$ cat src/rtl/core/m7s_pkg.sv
`timescale 1ns / 1ps
// ----------------------------------------------------------------------------
// m7s_pkg
// Shared types and constants for the median-of-seven sorter.
// ----------------------------------------------------------------------------
package m7s_pkg;

    localparam int SAMPLE_WIDTH = 16;
    localparam int WINDOW_LEN   = 7;
    localparam int MEDIAN_POS   = 3;
    // odd-even transposition needs as many passes as elements
    localparam int NUM_PASSES   = WINDOW_LEN;
    // compare-swap lanes working side by side in one pass
    localparam int NUM_LANES    = WINDOW_LEN / 2;

    typedef logic [SAMPLE_WIDTH-1:0] t_sample;
    typedef t_sample [WINDOW_LEN-1:0] t_window;

endpackage

$ cat src/rtl/core/m7s_cas.sv
`timescale 1ns / 1ps
// ----------------------------------------------------------------------------
// m7s_cas
// Compare-swap lane: orders two samples into low and high.
// ----------------------------------------------------------------------------
module m7s_cas (
    input  m7s_pkg::t_sample i_a,
    input  m7s_pkg::t_sample i_b,
    output m7s_pkg::t_sample o_lo,
    output m7s_pkg::t_sample o_hi
);
    import m7s_pkg::*;

    logic swap;

    // swap when the first sample is the larger one
    assign swap = (i_a > i_b);
    assign o_lo = swap ? i_b : i_a;
    assign o_hi = swap ? i_a : i_b;

endmodule

$ cat src/rtl/core/m7s_pass.sv
`timescale 1ns / 1ps
// ----------------------------------------------------------------------------
// m7s_pass
// One transposition pass: compare-swap lanes on adjacent pairs, merged back
// into a registered window, with an elastic valid/ready stage.
// ----------------------------------------------------------------------------
module m7s_pass (
    input  logic                i_clk,
    input  logic                i_rst_n,
    input  logic                i_odd,
    input  logic                i_valid,
    output logic                o_ready,
    input  m7s_pkg::t_window    i_window,
    output logic                o_valid,
    input  logic                i_ready,
    output m7s_pkg::t_window    o_window
);
    import m7s_pkg::*;

    logic    r_valid;
    t_window r_window;
    t_window n_window;
    t_sample lane_a  [NUM_LANES];
    t_sample lane_b  [NUM_LANES];
    t_sample lane_lo [NUM_LANES];
    t_sample lane_hi [NUM_LANES];
    logic    load;

    // pick the pair for each lane: even passes start at 0, odd passes at 1
    for (genvar j = 0; j < NUM_LANES; j++) begin : g_lane
        always_comb begin
            if (i_odd) begin
                lane_a[j] = i_window[2*j+1];
                lane_b[j] = i_window[2*j+2];
            end else begin
                lane_a[j] = i_window[2*j];
                lane_b[j] = i_window[2*j+1];
            end
        end

        m7s_cas u_cas (
            .i_a  (lane_a[j]),
            .i_b  (lane_b[j]),
            .o_lo (lane_lo[j]),
            .o_hi (lane_hi[j])
        );
    end

    // merge lane results back into the window; unpaired element passes through
    always_comb begin
        n_window = i_window;
        for (int j = 0; j < NUM_LANES; j++) begin
            if (i_odd) begin
                n_window[2*j+1] = lane_lo[j];
                n_window[2*j+2] = lane_hi[j];
            end else begin
                n_window[2*j]   = lane_lo[j];
                n_window[2*j+1] = lane_hi[j];
            end
        end
    end

    // take a new transaction when empty or when the held one moves on
    assign o_ready = !r_valid || i_ready;
    assign load    = i_valid && o_ready;

    always_ff @(posedge i_clk) begin
        if (!i_rst_n) begin
            r_valid <= 1'b0;
        end else if (o_ready) begin
            r_valid <= i_valid;
        end
    end

    always_ff @(posedge i_clk) begin
        if (load) begin
            r_window <= n_window;
        end
    end

    assign o_valid  = r_valid;
    assign o_window = r_window;

endmodule

$ cat src/rtl/core/median_of_seven_sorter_top.sv
`timescale 1ns / 1ps
// ----------------------------------------------------------------------------
// median_of_seven_sorter_top
// Sorts a window of seven unsigned samples and reports the median.
// ----------------------------------------------------------------------------
// Usage:
//   Input channel (i_valid / o_ready) carries seven samples per transaction.
//   Output channel (o_valid / i_ready) returns the seven samples in ascending
//   order plus the median (fourth smallest), one result per input.
//   The sort is an odd-even transposition network of seven passes; each pass
//   is one register stage with three compare-swap lanes, and a result is
//   presented from the register of the seventh pass. One transaction is
//   accepted every cycle as long as the output side keeps taking results;
//   the 16-bit compares, side by side in each stage, set the clock period.
//   Every stage holds its own transaction, so the pipeline keeps filling
//   while a result waits; when all seven stages are full and i_ready is low,
//   o_ready drops and every stage holds its contents unchanged.
//   Reset clears all stage valid flags; no output is presented until new
//   input arrives. There is no configuration and no state between windows.
// ----------------------------------------------------------------------------
module median_of_seven_sorter_top (
    input  logic                i_clk,
    input  logic                i_rst_n,
    input  logic                i_valid,
    output logic                o_ready,
    input  m7s_pkg::t_sample    i_sample_0,
    input  m7s_pkg::t_sample    i_sample_1,
    input  m7s_pkg::t_sample    i_sample_2,
    input  m7s_pkg::t_sample    i_sample_3,
    input  m7s_pkg::t_sample    i_sample_4,
    input  m7s_pkg::t_sample    i_sample_5,
    input  m7s_pkg::t_sample    i_sample_6,
    output logic                o_valid,
    input  logic                i_ready,
    output m7s_pkg::t_sample    o_median,
    output m7s_pkg::t_sample    o_sorted_0,
    output m7s_pkg::t_sample    o_sorted_1,
    output m7s_pkg::t_sample    o_sorted_2,
    output m7s_pkg::t_sample    o_sorted_3,
    output m7s_pkg::t_sample    o_sorted_4,
    output m7s_pkg::t_sample    o_sorted_5,
    output m7s_pkg::t_sample    o_sorted_6
);
    import m7s_pkg::*;

    t_window stage_window [NUM_PASSES+1];
    logic    stage_valid  [NUM_PASSES+1];
    logic    stage_ready  [NUM_PASSES+1];

    // gather the input window
    assign stage_window[0] = {i_sample_6, i_sample_5, i_sample_4, i_sample_3,
                              i_sample_2, i_sample_1, i_sample_0};
    assign stage_valid[0]  = i_valid;
    assign o_ready         = stage_ready[0];

    // chain of transposition passes, alternating even and odd pairing
    for (genvar p = 0; p < NUM_PASSES; p++) begin : g_pass
        m7s_pass u_pass (
            .i_clk    (i_clk),
            .i_rst_n  (i_rst_n),
            .i_odd    ((p % 2) == 1),
            .i_valid  (stage_valid[p]),
            .o_ready  (stage_ready[p]),
            .i_window (stage_window[p]),
            .o_valid  (stage_valid[p+1]),
            .i_ready  (stage_ready[p+1]),
            .o_window (stage_window[p+1])
        );
    end

    // drive the result from the last stage
    assign stage_ready[NUM_PASSES] = i_ready;
    assign o_valid    = stage_valid[NUM_PASSES];
    assign o_median   = stage_window[NUM_PASSES][MEDIAN_POS];
    assign o_sorted_0 = stage_window[NUM_PASSES][0];
    assign o_sorted_1 = stage_window[NUM_PASSES][1];
    assign o_sorted_2 = stage_window[NUM_PASSES][2];
    assign o_sorted_3 = stage_window[NUM_PASSES][3];
    assign o_sorted_4 = stage_window[NUM_PASSES][4];
    assign o_sorted_5 = stage_window[NUM_PASSES][5];
    assign o_sorted_6 = stage_window[NUM_PASSES][6];

    // presented result is in ascending order
    a_sorted: assert property (@(posedge i_clk) disable iff (!i_rst_n)
        o_valid |-> (o_sorted_0 <= o_sorted_1) && (o_sorted_1 <= o_sorted_2) &&
                    (o_sorted_2 <= o_sorted_3) && (o_sorted_3 <= o_sorted_4) &&
                    (o_sorted_4 <= o_sorted_5) && (o_sorted_5 <= o_sorted_6))
        else $error("result window not in ascending order");

    // an accepted transaction always lands in the first stage
    a_first_load: assert property (@(posedge i_clk) disable iff (!i_rst_n)
        (i_valid && o_ready) |=> stage_valid[1])
        else $error("accepted transaction lost at first stage");

    // input side stalls only when the whole pipeline is full and blocked; checked on the first, fourth and last stages
    a_stall_full: assert property (@(posedge i_clk) disable iff (!i_rst_n)
        !o_ready |-> (o_valid && !i_ready && stage_valid[1] && stage_valid[4]))
        else $error("input stalled while pipeline has room");

    // a presented result that is not taken keeps its median
    a_hold_median: assert property (@(posedge i_clk) disable iff (!i_rst_n)
        (o_valid && !i_ready) |=> (o_valid && $stable(o_median)))
        else $error("stalled result changed");

endmodule
$ cat config.mk
export PLATFORM = sky130hd
export DESIGN_NAME = median_of_seven_sorter_top
export DESIGN_NICKNAME = d
export VERILOG_FILES = /design/src/rtl/core/m7s_pkg.sv /design/src/rtl/core/m7s_cas.sv /design/src/rtl/core/m7s_pass.sv /design/src/rtl/core/median_of_seven_sorter_top.sv
export SDC_FILE = /design/constraint.sdc
export NUM_CORES = 1
export LEC_CHECK = 0
export ABC_AREA = 1
export CELL_PAD_IN_SITES_DETAIL_PLACEMENT = 0
export CELL_PAD_IN_SITES_GLOBAL_PLACEMENT = 2
export CORE_MARGIN = 2
export CORE_UTILIZATION = 35
export CTS_BUF_LIST = sky130_fd_sc_hd__clkbuf_4 sky130_fd_sc_hd__clkbuf_8
export DETAILED_ROUTE_END_ITERATION = 10
export DONT_BUFFER_PORTS = 1
export MAX_ROUTING_LAYER = met4
export PLACE_DENSITY_LB_ADDON = 0.25
export SYNTH_ARGS = -nofsm -noshare
export SYNTH_HDL_FRONTEND = slang
export SYNTH_HIERARCHICAL = 1
export SYNTH_SLANG_ARGS = --single-unit
$ cat constraint.sdc
create_clock -name i_clk -period 9 [get_ports i_clk]
set_input_delay 1.8 -clock i_clk [delete_from_list [all_inputs] [get_ports i_clk]]
set_output_delay 1.8 -clock i_clk [all_outputs]
set_load 0.05 [all_outputs]
==> summary.md <==
| Metric | Value |
|---|---|
| Psw | `4.17 mW` |
| LEAKAGE | `30.7 nW` |
| Adder-Cell Fraction of Synth Area | `6.77%` |
| Core area | `approximately 180,000 µm²` |
| RSZ-0062 raised after global routing | `no` |
| Routed Antenna Nets | `0` |
| HP Start | `g_pass[1].u_pass/o_valid$_SDFFE_PN0P_` |
| Max-cap violation count | `0` |
| Slew @ Worst Pin | `1.03 ns` |
| Root buffer cell | `clkbuf_8` |
| Final worst setup slack | `3.78 ns` |
| Post-Syn Instances | `8,565` |
| Worst hold path class | `reg2reg` |
| DR iter-0 viols | `~3.6k` |
| Sink Count | `791` |
| Mapped Area | `62,100 µm²` |
| Met2 Use GR | `40.1%` |
| Post-synth cell types | `23` |
| Vias in the first global route | `48.6k` |
| Area grow syn2layout | `3.79%` |
| Relative slew margins | `31.4%` |
| Largest net degree at the start of global routing | `between 300 and 400` |
| Initial antenna violation count | `3` |
| Synth top area cells | `edfxtp_1, nand2_1, inv_1` |
| Die height | `about 430 µm` |
| Clk slew on worst S/H paths | `0.05 ns` |
| Num ports | `246` |
| Gr usage total | `21.9%` |
| DPL Wire Length | `151 mm` |
| Routed WL | `194 mm` |
| Htree depth | `4` |
| Drt wl/cell | `about 18 µm` |
| Maximum clock skew at final layout | `0.0673 ns` |
| Compound-Gate Fraction of Synth Area | `between 10% and 20%` |
| CP Launch Type | `input port` |
| Req. time, crit path | `just over 7 ns` |
| Finish-stage setup viols | `0` |
| EDFF count, synth | `784` |
| Critical-path maximum fanout | `2` |
| Yosys top cell by area | `edfxtp_1` |
| Critical Path Source | `i_ready` |
| Max Clock Freq | `between 150 and 200 MHz` |
| 1st-pass router iterations | `6` |
| Post-synthesis xor/xnor area fraction | `0%` |
| CP Class | `in2out` |
| Drt drc | `0` |
| PwrDens | `between 150 and 200 nW/µm²` |
| Post CTS Setup Buffer Count | `0` |
| Dpl ws | `3.77 ns` |
| Int Pwr | `7.24 mW` |
| Yosys warns | `6` |
| Clock power share | `30.9%` |
| Top-area cell type share of the netlist area | `approximately 38%` |
| Final Slew Violations | `0` |
| Fraction of registers with async set/reset | `0%` |
| Hold Vio Cnt, Final | `0` |
| FF-to-FF setup slack | `5.53 ns` |
| CTS Hold Bufs | `0` |
| I/O Buffers | `0` |
| CTS max path bufs | `3` |
| Worst Path Arrival | `between 3 and 4 ns` |
| Sw frac | `36.6%` |
| Final #Nets | `8,665` |
| Synth Register Bits | `slightly below 800` |
| Crit Reg-Reg Startpoint | `g_pass[6].u_pass/o_valid$_SDFFE_PN0P_` |
| DR vias/cell | `between 4 and 5` |
| Initial Util | `35.2%` |
| Clk_lat worst skew | `0.91 ns` |
| Gr ovfl total | `0` |
| First-pass GRT wire length | `296 mm` |
| M3 GR Usage | `roughly 2.3%` |
| Cts repair resizes | `0` |
| GR Util met1 | `24.4%` |
| Vias | `51.3k` |
| Tcrit/Tclk final | `58.0%` |
| Post-synth top cells | `nand2_1, inv_1, a21oi_1` |
| Post-synthesis sequential area ratio | `roughly two fifths` |
| Die Footprint | `181,000 µm²` |
| Num rows | `154` |
| Critical Path End Type | `output port` |
| Largest family of logic cells by synthesized area | `simple AND/OR/NAND/NOR gates` |
| Synth Flop Type | `edfxtp_1` |
| Status | `completed` |
| Fraction of layout cells with a size suffix above 1 | `7.40%` |
| WHS | `~0.53 ns` |
| Count leader, synth | `nand2_1` |
| Most Crowded Layer GR | `met2` |
| Sequential share of power | `39.2%` |
| Placer Congestion | `~0.87` |
| Simple-gate share of the synthesized area | `between 20% and 30%` |
| CTS tree | `yes` |
| Tmin final | `5.22 ns` |
| Avg Inst Size Synth | `7.25 µm²` |
| Combinational share of power | `29.9%` |
| Post-synthesis mux area share | `0%` |
| TNS Setup | `0 ns` |
| Cts bufs inserted | `147` |
| Die width | `425 µm` |
| Worst IR Drop VDD | `roughly 0.00011 V` |
-- layout by cell type, fill, tap and decap left out, types with 11 or more instances in the layout --
cell type | synthesis | final
a21o_1 | 21 | 21
a21oi_1 | 812 | 805
buf_4 | 163 | 14
clkbuf_4 | 0 | 39
clkbuf_8 | 0 | 152
clkinv_1 | 0 | 24
clkinv_2 | 0 | 22
clkinvlp_4 | 0 | 11
conb_1 | 2 | 14
edfxtp_1 | 784 | 784
ha_1 | 336 | 336
inv_1 | 1225 | 1225
nand2_1 | 2219 | 2219
nand2_2 | 252 | 252
nand2_4 | 42 | 42
nand3_1 | 693 | 693
nand3_4 | 21 | 21
nand4_1 | 21 | 21
nor2_1 | 756 | 756
nor2_2 | 21 | 21
nor3_4 | 21 | 21
o21ai_0 | 728 | 728
o21ai_1 | 77 | 77
-- power by group through the flow --
stage	Combinational (mW)	Sequential [mW]	Clock, mW
2_1_floorplan	2.69	4.52	0
3_3_place_gp	3.32	4.55	0
3_5_place_dp	3.36	4.55	0
4_1_cts	3.37	4.47	3.63
5_1_grt	3.92	4.49	3.77
6_report	3.42	4.47	3.52
-- final cells by class --
cell class                 count  area, µm²
fill                       19010     112000
multi-input combinational   6034      30200
sequential                   791      23700
inverter                    1225       4600
tap                         2340       2930
clock buffer                 191       2380
clock inverter                71        536
timing repair buffer          14        105
antenna                        3       7.51
-- critical path, cell delays in order --
cell	delay, ns
inv_1	0.09
nand2_1	0.08
inv_1	0.14
nand2_1	0.09
inv_1	0.11
nand2_1	0.09
inv_1	0.12
nand2_1	0.08
inv_1	0.12
nand2_1	0.08
inv_1	0.11
nand2_1	0.08
inv_1	0.11
nand2_1	0.33
-- cells by family after synthesis --
family,count (synthesis)
and+or+nand+nor,4046
buffers and inverters,1752
AOI/OAI and AO/OA,1638
DFF,791
adders and majority gates,336
other,2
-- through the flow --
step,instances,total power [mW],utilization (%),area [µm²]
after floorplan,8577,7.21,-,62200
after global placement,10404,7.87,34.9,61600
after detailed placement,10404,7.91,34.9,61600
after CTS,10666,11.5,36.6,64500
after global routing,10669,12.2,36.6,64500
final,10669,11.4,36.6,64500
-- final timing paths --
path,endpoint,cells after the start
max reg2reg,g_pass[0].u_pass/o_window[11]$_DFFE_PP_,15
min reg2reg,g_pass[1].u_pass/o_valid$_SDFFE_PN0P_,2
min,g_pass[1].u_pass/o_valid$_SDFFE_PN0P_,2
max,o_ready,14
-- state kept, by name (all words and copies together), names as in the netlist --
signal                  flops
g_pass.u_pass/o_window    784
g_pass.u_pass/o_valid       7
-- layer usage --
| layer | vias to the layer above | part of all wire, % |
|---|---|---|
| li1 | 27022 | - |
| met1 | 23067 | 41 |
| met2 | 873 | 52 |
| met3 | 294 | 2.7 |
| met4 | 0 | 3.8 |
| met5 | - | 0 |
No activity file was read; power rests on OpenSTA's default activity.
